==> src/hdl/assert_macros.svh <==
// Assertion helpers shared by the RTL. They compile away for synthesis.
`ifndef ASSERT_MACROS_SVH
`define ASSERT_MACROS_SVH

`ifndef SYNTHESIS

`define ASSERT_SYNC(lbl, clk, rst, prop, msg) \
  lbl: assert property (@(posedge clk) disable iff (rst) (prop)) else $error(msg);

`define ASSERT_NORST(lbl, clk, prop, msg) \
  lbl: assert property (@(posedge clk) (prop)) else $error(msg);

`else

`define ASSERT_SYNC(lbl, clk, rst, prop, msg)

`define ASSERT_NORST(lbl, clk, prop, msg)

`endif

`endif

==> src/hdl/shs_pkg.sv <==
package shs_pkg;

  localparam int DefDepth = 16;

  localparam int SampleW = 16;
  localparam int FillW   = 5;
  localparam int SumW    = 21;
  localparam int ModeW   = 2;
  localparam int CfgW    = 5;
  localparam int CfgIdxW = 1;

  // Register indexes.
  localparam logic [CfgIdxW-1:0] RegMode   = 1'd0;
  localparam logic [CfgIdxW-1:0] RegWindow = 1'd1;

  localparam logic [ModeW-1:0] ModeRaw    = 2'd0;
  localparam logic [ModeW-1:0] ModeSmooth = 2'd1;
  localparam logic [ModeW-1:0] ModeMean   = 2'd2;

  localparam logic [CfgW-1:0] WindowReset = 5'd16;
  localparam logic [FillW-1:0] MinLen     = 5'd3;
  localparam int MaxLen = 31;

  // Job codes handed from the front to the back.
  localparam int OpW = 2;
  localparam logic [OpW-1:0] OpClear  = 2'd0;
  localparam logic [OpW-1:0] OpRaw    = 2'd1;
  localparam logic [OpW-1:0] OpSmooth = 2'd2;
  localparam logic [OpW-1:0] OpMean   = 2'd3;

  // Q0.16 coefficients of the recursive smoother.
  localparam logic signed [16:0] C035 = 17'sd22938;
  localparam logic signed [16:0] C015 = 17'sd9830;

  localparam int QDepth   = 2;
  localparam int DivSteps = SumW;

  typedef struct packed {
    logic                      func;
    logic signed [SampleW-1:0] sample;
  } in_item_t;

  typedef struct packed {
    logic signed [SampleW-1:0] newest;
    logic signed [SampleW-1:0] smoothed;
    logic [FillW-1:0]          fill_count;
    logic                      full_res;
  } out_item_t;

  typedef struct packed {
    logic [OpW-1:0]            op;
    logic signed [SampleW-1:0] sample;
  } job_t;

  function automatic logic signed [SampleW-1:0] sat16(input logic signed [17:0] v);
    logic signed [SampleW-1:0] r;
    if (v > 18'sd32767) begin
      r = 16'sh7fff;
    end else if (v < -18'sd32768) begin
      r = 16'sh8000;
    end else begin
      r = v[SampleW-1:0];
    end
    return r;
  endfunction

endpackage

==> src/hdl/shs_front.sv <==
module shs_front #(
  parameter int Depth = shs_pkg::DefDepth
) (
  input  logic                           clk,
  input  logic                           rst,
  input  logic                           in_valid,
  output logic                           in_stall,
  input  shs_pkg::in_item_t              in_item,
  input  logic                           cfg_we,
  input  logic [shs_pkg::CfgIdxW-1:0]    cfg_index,
  input  logic [shs_pkg::CfgW-1:0]       cfg_data,
  output logic                           q_push,
  input  logic                           q_ready,
  output shs_pkg::job_t                  q_job,
  output logic [shs_pkg::FillW-1:0]      len
);

  localparam int LenMax = (Depth < shs_pkg::MaxLen) ? Depth : shs_pkg::MaxLen;
  localparam logic [shs_pkg::FillW-1:0] LenMaxV = shs_pkg::FillW'(LenMax);

  logic [shs_pkg::ModeW-1:0] mode;
  logic [shs_pkg::CfgW-1:0]  window;

  always_ff @(posedge clk) begin
    if (rst) begin
      mode   <= shs_pkg::ModeRaw;
      window <= shs_pkg::WindowReset;
    end else if (cfg_we) begin
      case (cfg_index)
        shs_pkg::RegMode:   mode   <= cfg_data[shs_pkg::ModeW-1:0];
        shs_pkg::RegWindow: window <= cfg_data;
        default: ;
      endcase
    end
  end

  // The window in use is clamped to at least MinLen and to what the history can hold.
  always_comb begin
    if (window < shs_pkg::MinLen) begin
      len = shs_pkg::MinLen;
    end else if (window > LenMaxV) begin
      len = LenMaxV;
    end else begin
      len = window;
    end
  end

  always_comb begin
    q_job.sample = in_item.sample;
    if (in_item.func) begin
      q_job.op = shs_pkg::OpClear;
    end else begin
      case (mode)
        shs_pkg::ModeSmooth: q_job.op = shs_pkg::OpSmooth;
        shs_pkg::ModeMean:   q_job.op = shs_pkg::OpMean;
        default:             q_job.op = shs_pkg::OpRaw;
      endcase
    end
  end

  assign q_push   = in_valid && q_ready;
  assign in_stall = !q_ready;

endmodule

==> src/hdl/shs_queue.sv <==
`include "assert_macros.svh"

module shs_queue (
  input  logic          clk,
  input  logic          rst,
  input  logic          push,
  input  shs_pkg::job_t push_job,
  output logic          ready,
  input  logic          pop,
  output logic          valid,
  output shs_pkg::job_t pop_job
);

  localparam int PtrW = $clog2(shs_pkg::QDepth);
  localparam int CntW = $clog2(shs_pkg::QDepth + 1);

  shs_pkg::job_t    slots [shs_pkg::QDepth];
  logic [PtrW-1:0]  wr_ptr;
  logic [PtrW-1:0]  rd_ptr;
  logic [CntW-1:0]  count;

  assign ready   = count < CntW'(shs_pkg::QDepth);
  assign valid   = count != '0;
  assign pop_job = slots[rd_ptr];

  always_ff @(posedge clk) begin
    if (push) begin
      slots[wr_ptr] <= push_job;
    end
  end

  always_ff @(posedge clk) begin
    if (rst) begin
      wr_ptr <= '0;
      rd_ptr <= '0;
      count  <= '0;
    end else begin
      if (push) begin
        wr_ptr <= (wr_ptr == PtrW'(shs_pkg::QDepth - 1)) ? '0 : wr_ptr + 1'b1;
      end
      if (pop) begin
        rd_ptr <= (rd_ptr == PtrW'(shs_pkg::QDepth - 1)) ? '0 : rd_ptr + 1'b1;
      end
      if (push && !pop) begin
        count <= count + 1'b1;
      end else if (pop && !push) begin
        count <= count - 1'b1;
      end
    end
  end

  `ASSERT_SYNC(a_pop_nonempty, clk, rst, pop |-> count != '0, "pop from empty job queue")
  `ASSERT_SYNC(a_push_room, clk, rst, push |-> ready, "push into full job queue")
  `ASSERT_SYNC(a_count_bound, clk, rst, count <= CntW'(shs_pkg::QDepth), "job queue overfilled")

endmodule

==> src/hdl/shs_div.sv <==
module shs_div (
  input  logic                                clk,
  input  logic                                rst,
  input  logic                                start,
  input  logic signed [shs_pkg::SumW-1:0]     dividend,
  input  logic [shs_pkg::FillW-1:0]           divisor,
  output logic                                busy,
  output logic                                done,
  output logic signed [shs_pkg::SampleW-1:0]  quotient
);

  localparam int SumW = shs_pkg::SumW;
  localparam int DW   = shs_pkg::FillW;
  localparam int CntW = $clog2(shs_pkg::DivSteps);

  logic [SumW-1:0] dvd;
  logic [DW-1:0]   rem;
  logic [DW-1:0]   dsr;
  logic            neg;
  logic [CntW-1:0] cnt;
  logic [DW:0]     trial;
  logic            fits;

  // One quotient bit per cycle, restoring form on the magnitude.
  assign trial = {rem, dvd[SumW-1]};
  assign fits  = trial >= {1'b0, dsr};

  always_ff @(posedge clk) begin
    if (start) begin
      dvd <= dividend[SumW-1] ? (~dividend + 1'b1) : dividend;
      neg <= dividend[SumW-1];
      dsr <= divisor;
      rem <= '0;
    end else if (busy) begin
      rem <= fits ? DW'(trial - {1'b0, dsr}) : trial[DW-1:0];
      dvd <= {dvd[SumW-2:0], fits};
    end
  end

  always_ff @(posedge clk) begin
    if (rst) begin
      busy <= 1'b0;
      done <= 1'b0;
      cnt  <= '0;
    end else begin
      done <= 1'b0;
      if (start) begin
        busy <= 1'b1;
        cnt  <= CntW'(shs_pkg::DivSteps - 1);
      end else if (busy) begin
        if (cnt == '0) begin
          busy <= 1'b0;
          done <= 1'b1;
        end else begin
          cnt <= cnt - 1'b1;
        end
      end
    end
  end

  // The magnitude can reach 2^20, so the signed result is clamped.
  always_comb begin
    if (!neg && dvd > SumW'(32767)) begin
      quotient = 16'sh7fff;
    end else if (neg && dvd > SumW'(32768)) begin
      quotient = 16'sh8000;
    end else if (neg) begin
      quotient = -$signed(dvd[shs_pkg::SampleW-1:0]);
    end else begin
      quotient = $signed(dvd[shs_pkg::SampleW-1:0]);
    end
  end

endmodule

==> src/hdl/shs_back.sv <==
`include "assert_macros.svh"

module shs_back #(
  parameter int Depth = shs_pkg::DefDepth
) (
  input  logic                       clk,
  input  logic                       rst,
  input  logic                       q_valid,
  input  shs_pkg::job_t              q_job,
  output logic                       q_pop,
  input  logic [shs_pkg::FillW-1:0]  len,
  output logic                       out_valid,
  input  logic                       out_stall,
  output shs_pkg::out_item_t         out_item
);

  localparam int SW   = shs_pkg::SampleW;
  localparam int FW   = shs_pkg::FillW;
  localparam int SumW = shs_pkg::SumW;
  localparam int IdxW = (Depth > 1) ? $clog2(Depth) : 1;

  localparam logic [2:0] StIdle = 3'd0;
  localparam logic [2:0] StMul  = 3'd1;
  localparam logic [2:0] StSum  = 3'd2;
  localparam logic [2:0] StDiv  = 3'd3;
  localparam logic [2:0] StDone = 3'd4;

  logic [2:0]                state;
  logic signed [SW-1:0]      hist [Depth];
  logic signed [SW-1:0]      raw  [Depth];
  logic [FW-1:0]             fill;
  logic signed [SumW-1:0]    wsum;
  logic                      skip;
  logic signed [SW-1:0]      s_r;
  logic signed [31:0]        p1;
  logic signed [31:0]        p2;

  logic [FW-1:0]             fill_inc;
  logic signed [SW-1:0]      leaving;
  logic signed [SumW-1:0]    sum_new;
  logic                      shift_en;
  logic                      clear_en;
  logic                      div_start;
  logic                      div_busy;
  logic                      div_done;
  logic signed [SW-1:0]      div_q;
  logic signed [33:0]        mix_acc;
  logic signed [SW-1:0]      mix_val;
  logic signed [18:0]        tap_acc;
  logic                      out_load;

  assign q_pop    = (state == StIdle) && q_valid;
  assign fill_inc = (fill < len) ? fill + 1'b1 : len;
  assign leaving  = raw[IdxW'(len - 1'b1)];

  // The sample leaving the window only counts once the window was full.
  always_comb begin
    sum_new = wsum + {{(SumW-SW){q_job.sample[SW-1]}}, q_job.sample};
    if (fill >= len) begin
      sum_new = sum_new - {{(SumW-SW){leaving[SW-1]}}, leaving};
    end
  end

  always_comb begin
    clear_en  = q_pop && (q_job.op == shs_pkg::OpClear);
    shift_en  = q_pop && ((q_job.op == shs_pkg::OpRaw) ||
                          (q_job.op == shs_pkg::OpSmooth) ||
                          ((q_job.op == shs_pkg::OpMean) && !skip));
    div_start = q_pop && (q_job.op == shs_pkg::OpMean) && !skip;
  end

  // Round half up: add one half before the floor shift.
  assign mix_acc = {{3{s_r[SW-1]}}, s_r, 15'd0} + 34'(p1) + 34'(p2) + 34'sd32768;
  assign mix_val = shs_pkg::sat16(mix_acc[33:16]);

  assign tap_acc = 19'(hist[0]) + 19'(hist[0]) + 19'(hist[1]) + 19'(hist[2]) + 19'sd2;
  assign out_load = (state == StDone) && (!out_valid || !out_stall);

  shs_div u_div (
    .clk      (clk),
    .rst      (rst),
    .start    (div_start),
    .dividend (sum_new),
    .divisor  (fill_inc),
    .busy     (div_busy),
    .done     (div_done),
    .quotient (div_q)
  );

  always_ff @(posedge clk) begin
    if (rst || clear_en) begin
      for (int i = 0; i < Depth; i++) begin
        hist[i] <= '0;
      end
    end else if (shift_en) begin
      for (int i = 1; i < Depth; i++) begin
        if (i < int'(len)) begin
          hist[i] <= hist[i-1];
        end
      end
      hist[0] <= q_job.sample;
    end else if (state == StSum) begin
      hist[0] <= mix_val;
    end else if ((state == StDiv) && div_done) begin
      hist[0] <= div_q;
    end
  end

  always_ff @(posedge clk) begin
    if (shift_en) begin
      for (int i = 1; i < Depth; i++) begin
        if (i < int'(len)) begin
          raw[i] <= raw[i-1];
        end
      end
      raw[0] <= q_job.sample;
    end
  end

  always_ff @(posedge clk) begin
    if (state == StMul) begin
      p1 <= hist[1] * shs_pkg::C035;
      p2 <= hist[2] * shs_pkg::C015;
    end
    if (q_pop) begin
      s_r <= q_job.sample;
    end
  end

  always_ff @(posedge clk) begin
    if (rst) begin
      state <= StIdle;
      fill  <= '0;
      wsum  <= '0;
      skip  <= 1'b1;
    end else begin
      case (state)
        StIdle: begin
          if (q_valid) begin
            state <= StDone;
            case (q_job.op)
              shs_pkg::OpClear: begin
                fill <= '0;
                wsum <= '0;
                skip <= 1'b1;
              end
              shs_pkg::OpRaw: begin
                fill <= fill_inc;
              end
              shs_pkg::OpSmooth: begin
                fill <= fill_inc;
                if (fill_inc >= shs_pkg::MinLen) begin
                  state <= StMul;
                end
              end
              shs_pkg::OpMean: begin
                if (skip) begin
                  skip <= 1'b0;
                end else begin
                  fill  <= fill_inc;
                  wsum  <= sum_new;
                  state <= StDiv;
                end
              end
              default: ;
            endcase
          end
        end
        StMul:  state <= StSum;
        StSum:  state <= StDone;
        StDiv: begin
          if (div_done) begin
            state <= StDone;
          end
        end
        StDone: begin
          if (out_load) begin
            state <= StIdle;
          end
        end
        default: state <= StIdle;
      endcase
    end
  end

  always_ff @(posedge clk) begin
    if (rst) begin
      out_valid <= 1'b0;
    end else if (out_load) begin
      out_valid <= 1'b1;
    end else if (!out_stall) begin
      out_valid <= 1'b0;
    end
  end

  always_ff @(posedge clk) begin
    if (out_load) begin
      out_item.newest     <= hist[0];
      out_item.smoothed   <= shs_pkg::sat16(18'($signed(tap_acc[18:2])));
      out_item.fill_count <= fill;
      out_item.full_res   <= fill >= len;
    end
  end

  `ASSERT_SYNC(a_div_done_state, clk, rst, div_done |-> state == StDiv, "divider done off step")
  `ASSERT_SYNC(a_idle_div_quiet, clk, rst, state == StIdle |-> !div_busy, "divider busy in idle")
  `ASSERT_SYNC(a_mul_then_sum, clk, rst, state == StMul |=> state == StSum, "multiply without sum")

endmodule

==> src/hdl/sample_history_smoother_unit.sv <==
// Sample history smoother.
// Input channel: in_valid / in_stall / in_item (func, sample). A beat is taken
// when in_valid is high and in_stall is low. func = 1 clears the history,
// fill count, window sum and sets the mean step to drop the next sample.
// Output channel: out_valid / out_stall / out_item, one beat per input beat,
// in order. Configuration: cfg_we, cfg_index, cfg_data; index 0 is the mode,
// index 1 the window length. Write them only while no beat is in flight.
// A two-entry job queue sits between the front (config, decode) and the
// back (history, arithmetic), so up to two input beats are taken while the
// back is busy or the output is stalled.
// From accept to output beat, raw store, clear and a dropped mean sample go
// from idle straight to the final step; recursive smoothing passes the
// multiply and sum steps once the fill reaches MinLen, and the running mean
// waits on the divider, which yields one quotient bit per cycle.
// A stalled output beat holds; the back waits in its final step until the
// output register is free. Reset (rst, synchronous) empties the queue,
// clears the history, count and sum, and restores mode 0 and window 16.
module sample_history_smoother_unit #(
  parameter int Depth = shs_pkg::DefDepth
) (
  input  logic                         clk,
  input  logic                         rst,
  input  logic                         in_valid,
  output logic                         in_stall,
  input  shs_pkg::in_item_t            in_item,
  output logic                         out_valid,
  input  logic                         out_stall,
  output shs_pkg::out_item_t           out_item,
  input  logic                         cfg_we,
  input  logic [shs_pkg::CfgIdxW-1:0]  cfg_index,
  input  logic [shs_pkg::CfgW-1:0]     cfg_data
);

  logic                      q_push;
  logic                      q_ready;
  logic                      q_valid;
  logic                      q_pop;
  shs_pkg::job_t             push_job;
  shs_pkg::job_t             pop_job;
  logic [shs_pkg::FillW-1:0] len;

  shs_front #(.Depth(Depth)) u_front (
    .clk       (clk),
    .rst       (rst),
    .in_valid  (in_valid),
    .in_stall  (in_stall),
    .in_item   (in_item),
    .cfg_we    (cfg_we),
    .cfg_index (cfg_index),
    .cfg_data  (cfg_data),
    .q_push    (q_push),
    .q_ready   (q_ready),
    .q_job     (push_job),
    .len       (len)
  );

  shs_queue u_queue (
    .clk      (clk),
    .rst      (rst),
    .push     (q_push),
    .push_job (push_job),
    .ready    (q_ready),
    .pop      (q_pop),
    .valid    (q_valid),
    .pop_job  (pop_job)
  );

  shs_back #(.Depth(Depth)) u_back (
    .clk       (clk),
    .rst       (rst),
    .q_valid   (q_valid),
    .q_job     (pop_job),
    .q_pop     (q_pop),
    .len       (len),
    .out_valid (out_valid),
    .out_stall (out_stall),
    .out_item  (out_item)
  );

endmodule
==> config.mk <==
export PLATFORM = sky130hd
export DESIGN_NAME = sample_history_smoother_unit
export DESIGN_NICKNAME = d
export VERILOG_FILES = /design/src/hdl/shs_pkg.sv /design/src/hdl/shs_front.sv /design/src/hdl/shs_queue.sv /design/src/hdl/shs_div.sv /design/src/hdl/shs_back.sv /design/src/hdl/sample_history_smoother_unit.sv
export VERILOG_INCLUDE_DIRS = /design/src /design/src/hdl
export SDC_FILE = /design/constraint.sdc
export NUM_CORES = 2
export LEC_CHECK = 0
export ABC_AREA = 1
export BUFFER_PORTS_ARGS = -buffer_cell sky130_fd_sc_hd__buf_4
export CORE_MARGIN = 4
export CORE_UTILIZATION = 40
export CTS_CLUSTER_DIAMETER = 30
export CTS_CLUSTER_SIZE = 28
export DETAILED_ROUTE_END_ITERATION = 16
export SYNTH_ARGS = -nofsm -noshare
export SYNTH_HDL_FRONTEND = slang
export SYNTH_SLANG_ARGS = --single-unit
==> constraint.sdc <==
create_clock -name clk -period 7.9 [get_ports clk]
set_input_delay 0.79 -clock clk [delete_from_list [all_inputs] [get_ports clk]]
set_output_delay 0.79 -clock clk [all_outputs]
set_load 0.005 [all_outputs]
### Word level (Yosys, flattened, before mapping)

Memory sizes are Yosys's and may differ from the RTL's. A register that Yosys moved wholly into a read port is not among the register bits.
Cells that the tools add are included.

* add/sub/neg operators: 19
* multipliers: 2
* $lt $le $gt $ge: 28
* equality and inequality tests: 15
* mux-type cells: 153
* bitwise operators: 22
* reduce and logical (&&, ||, !) cells: 42

Operators with widths (count)
* $mux W16: 24
* $mux W21: 5
* $mux W1: 102
* $pmux W21 S2: 1
* $lt A4 B5 Y1 const A: 8
* $mux W5: 8
* $add A34 B16 Y34 const B: 1
* $add A34 B34 Y34: 1
* $add A31 B32 Y33: 1
* $mul A16 B15 Y31 const B: 1
* $mul A16 B14 Y30 const B: 1
* $add A21 B1 Y21 const B: 1
* $add A21 B21 Y21: 1
* $gt A21 B15 Y1 const B: 1
* $gt A21 B16 Y1 const B: 1
* $not A21 Y21: 1
* $sub A21 B21 Y21: 1
* $lt A3 B5 Y1 const A: 4
* $add A19 B16 Y19: 1
* $add A19 B3 Y19 const B: 1
* $add A17 B16 Y18: 1
* $gt A18 B16 Y1 const B: 1
* $lt A18 B16 Y1 const B: 1
* $or A1 B1 Y1: 18
* 47 further kinds: 95

* bits in registers: 197
* memory bits (writable): 548
* bits of input ports: 28
* output and inout port bits: 40
* logic and storage cells: 309
* memories kept: 3

Memories
* u_back.hist: depth 16, bits a word 16, rd ports 15, clocked after memory_dff 0, wr ports 16, line shs_back.sv:29 `logic signed [SW-1:0] hist [Depth];`
* u_back.raw: depth 16, bits a word 16, rd ports 16, clocked after memory_dff 0, wr ports 16, line shs_back.sv:30 `logic signed [SW-1:0] raw [Depth];`
* u_queue.slots: depth 2, bits a word 18, rd ports 1, clocked after memory_dff 1, wr ports 1, line shs_queue.sv:17 `shs_pkg::job_t slots [shs_pkg::QDepth];`

### Longest topological paths before layout

An unclocked memory read counts as a cell.

* depth after elaboration: 11
* depth in mapped cells: 34
* mapped depth without buffers: 34

### By module

From an unflattened synthesis, not the netlist that was laid out.

* cells, all modules: 4180
* area, all modules: 38724.6 um^2

By module, submodules not included
* shs_back: times used 1, cells an instance 3570, area an instance 33649.8 um^2
* shs_div: times used 1, cells an instance 451, area an instance 3030.4 um^2
* shs_queue: times used 1, cells an instance 88, area an instance 1575.3 um^2
* shs_front: times used 1, cells an instance 71, area an instance 469.2 um^2

### Least setup slack after synthesis

Ideal clock, no wire load.

* path type: register -> register
* start point: memory u_back.hist[0][31] (netlist name)
* end point: register u_back.p1[29], data pin
* arrival: 5435 ps
* required time: 7641 ps
* setup slack: 2206 ps
* cell stages (with the launch flop): 19
* path buffers: 0
* cells stage by stage: edfxtp_1 -> ha_1 -> fa_1 -> inv_1 -> fa_1 -> inv_1 -> fa_1 -> inv_1 -> fa_1 -> fa_1 -> ha_1 -> nand2_1 -> nor3_1 -> nand4_1 -> nand3_1 -> a21o_1 -> nand3_1 -> nand2_1 -> xor2_1

RTL lines
* start, declared: line shs_back.sv:29
* end signal, assigned: line shs_back.sv:122 `p1 <= hist[1] * shs_pkg::C035;`
* end, declared: line shs_back.sv:35 `logic signed [31:0] p1;`

==> flow_metrics.tcl <==
set metrics [dict create \
    core_area_um2 95200 \
    ys_types 63 \
    firstDrtPassIters 7 \
    fmax_mhz 160 \
    status "complete, no violations" \
    post_cts_resize_count 0 \
    setup_tns_ns 0 \
    postSynthNetCount 4755 \
    grt_pass1_wl_um 164000 \
    num_rows 113 \
    period_share_pct 79.2 \
    dpl-instance-area_um2 40400 \
    synth-seq-cells 537 \
    fin_skew_ns 0.0730 \
    numCtsBuffers 118 \
    synth_edf_count 482 \
    grt_overflow_total 0 \
    synth_top_area_share_pct 37.7 \
    hold_buffers 0 \
    maxSlewHeadroom_pct 27.0 \
    hold_violations 0 \
    netlist_top_cells_count "nand2_1 (773), inv_1 (620), edfxtp_1 (482)" \
    start_util_pct 40.4 \
    crit_arrival_ns 6.73 \
    slew_viol_final 0 \
    antenna_found_initial 3 \
    grt_usage_pct 20.5 \
    startpoint_type "register" \
    io_pins 68 \
    nets 4891 \
    synth-seq-area-share_pct 40.5 \
    ant_nets 0 \
    cp_max_fo 8 \
    synthesis.area_um2 38400 \
    syn_inst 4131 \
    die_x_um 318 \
    numPortBuffers 67 \
    avgViaCountPerCell 5.23 \
    drt-wirelength-per-cell_um 18.5 \
    drt_iter0_drc 2461 \
    grt_start_max_net_pins 81 \
    cts_htree_levels 3 \
    cts_root_buf "clkbuf_16" \
    pre_cts_ws_ns 1.77 \
    worst-setup-path-type "register to register" \
    clock_sinks 537 \
    synth.most_common_cell "nand2_1" \
    crit_path_end_kind "register" \
    synth_area_per_cell_um2 9.30 \
    clk_path_buf_depth 3 \
    dp_hpwl_um 79100 \
    yosys-top-cells-area "edfxtp_1 (38%), ha_1 (14%), fa_1 (9.3%)" \
    setup_viol 0 \
    fp.dieH_um 318 \
    floorplan.die_area_um2 101000 \
    hp-class "input pin to register" \
    max_cap_violations 0 \
    ys.flop_type "edfxtp_1" \
    drcViolationCount 0 \
    cts_setup_buffers 0 \
    wl_um 105000 \
    yosys.area.top_type "edfxtp_1" \
    required_ns 8.38 \
    final_area_um2 44600 \
    synthArstFlopShare_pct 0 \
    grt_pass1_vias 29100 \
    yosys_warnings 0 \
    via_count 29400 \
    placed_cells 5412 \
    diodes 0 \
    layout-area-overhead-vs-synth_pct 16.0 \
    layout_setup_ws_ns 1.64 \
    min_period_ns 6.26 \
    clk_pin_slew_ns 0.05 \
    drive_above_1_share_pct 8.70 \
    place.gp.congestion 0.922 \
    clkLatencyLatePin_ns 0.74 \
    final_cells 5635 \
    cts_tree "done" \
    tightest_slew_ns 1.08 \
    rsz0062_at_grt "false" \
]
area by class of cell:
cell class,instances,area (um2)
Clock buffer,141,3110
Clock inverter,82,1010
Fill cell,9010,50600
Inverter,633,2380
Multi-Input combinational cell,2876,20100
Sequential cell,537,15600
Tap cell,1265,1580
Timing Repair Buffer,101,771
worst max-delay path, cell delays in order (launching register included):
cell and delay (ns):
edfxtp_1 0.60, ha_1 0.41, inv_1 0.06, fa_1 0.53
inv_1 0.05, fa_1 0.47, inv_1 0.05, fa_1 0.52
inv_1 0.06, fa_1 0.50, fa_1 0.48, ha_1 0.38
nand2_1 0.07, inv_1 0.08, nand3_1 0.10, nor3_1 0.57
nand4_1 0.28, nand3_1 0.28, a21o_1 0.19, nand3_1 0.08
nand2_1 0.08, xor2_1 0.22
per-stage QoR:
stage,utilization [%],hold slack (ns)
final,46.8,0.281
after global placement,42.5,0.425
after floorplan,-,0.421
after CTS,46.8,0.242
after detailed placement,42.5,0.428
after global routing,46.8,0.242
cells by family (layout without fill, tap and decap cells):
logic type      count (synthesis)  count (layout)  synth area share (%)
compound gates                721             721                  10.5
xor+xnor                      134             134                  3.07
fa+ha+maj                     596             596                  22.9
buf+inv                       718             957                  7.20
flops                         537             537                  40.5
mux                            15              15                 0.440
simple gates                 1410            1410                  15.3
per-layer routing:
| layer | vias up | routed length, um | GRT usage [%] |
|---|---|---|---|
| li1 | 14200 | - | - |
| met3 | 149 | 7150 | 3.64 |
| met4 | 0 | 2290 | 5.48 |
| met1 | 14200 | 49800 | 30.1 |
| met2 | 881 | 45300 | 31.3 |
| met5 | - | 0 | 0 |
path summary, 6_finish.rpt:
kind | start | to | slack, ns | depth (start not counted)
setup / recovery | u_back.hist[0][25] | u_back.p1[29] | 1.64 | 21
hold / removal | in_item[6] | u_queue.slots[0][6] | 0.28 | 1
setup reg to reg | u_back.hist[0][25] | u_back.p1[29] | 1.64 | 21
hold reg to reg | u_back.raw[3][5] | u_back.raw[4][5] | 0.39 | 0
flip-flops by register name (all words and copies together), names as in the netlist, named ones only:
signal	cells
u_back.raw	256
u_back.hist	48
u_back.out_item	38
u_queue.slots	36
u_back.p1	31
u_back.p2	30
u_back.u_div.dvd	21
u_back.wsum	21
u_back.s_r	16
u_back.fill	5
u_back.u_div.cnt	5
u_back.u_div.dsr	5
u_back.u_div.rem	5
u_front.window	5
u_back.state	3
u_front.mode	2
u_queue.count	2
u_back.out_valid	1
u_back.skip	1
u_back.u_div.busy	1
u_back.u_div.done	1
u_back.u_div.neg	1
u_queue.rd_ptr	1
u_queue.wr_ptr	1
placed cells by master (no fill, tap or decap), types with 9 or more instances in the layout:
| cell | Yosys | layout |
|---|---|---|
| a21oi_1 | 275 | 273 |
| a31oi_1 | 25 | 25 |
| a32o_1 | 19 | 19 |
| and2_1 | 13 | 13 |
| buf_4 | 3 | 100 |
| bufinv_16 | 0 | 15 |
| clkbuf_1 | 57 | 17 |
| clkbuf_16 | 0 | 119 |
| clkinv_1 | 1 | 11 |
| clkinv_2 | 0 | 25 |
| clkinv_4 | 0 | 9 |
| clkinvlp_4 | 0 | 13 |
| dfxtp_1 | 55 | 55 |
| edfxtp_1 | 482 | 482 |
| fa_1 | 179 | 179 |
| ha_1 | 417 | 417 |
| inv_1 | 620 | 619 |
| inv_2 | 12 | 11 |
| mux2_2 | 15 | 15 |
| nand2_1 | 773 | 773 |
| nand2_2 | 10 | 10 |
| nand3_1 | 172 | 172 |
| nand3b_1 | 12 | 12 |
| nand4_1 | 18 | 18 |
| nor2_1 | 334 | 330 |
| nor3_1 | 40 | 36 |
| o211ai_1 | 11 | 11 |
| o21ai_0 | 252 | 252 |
| o21ai_1 | 16 | 16 |
| o21bai_1 | 11 | 11 |
| o22ai_1 | 58 | 58 |
| xnor2_1 | 46 | 46 |
| xor2_1 | 87 | 87 |
Power is left out: the tool's default activity adds up to more than one toggle a clock period on the data nets, which glitch-free logic cannot reach.
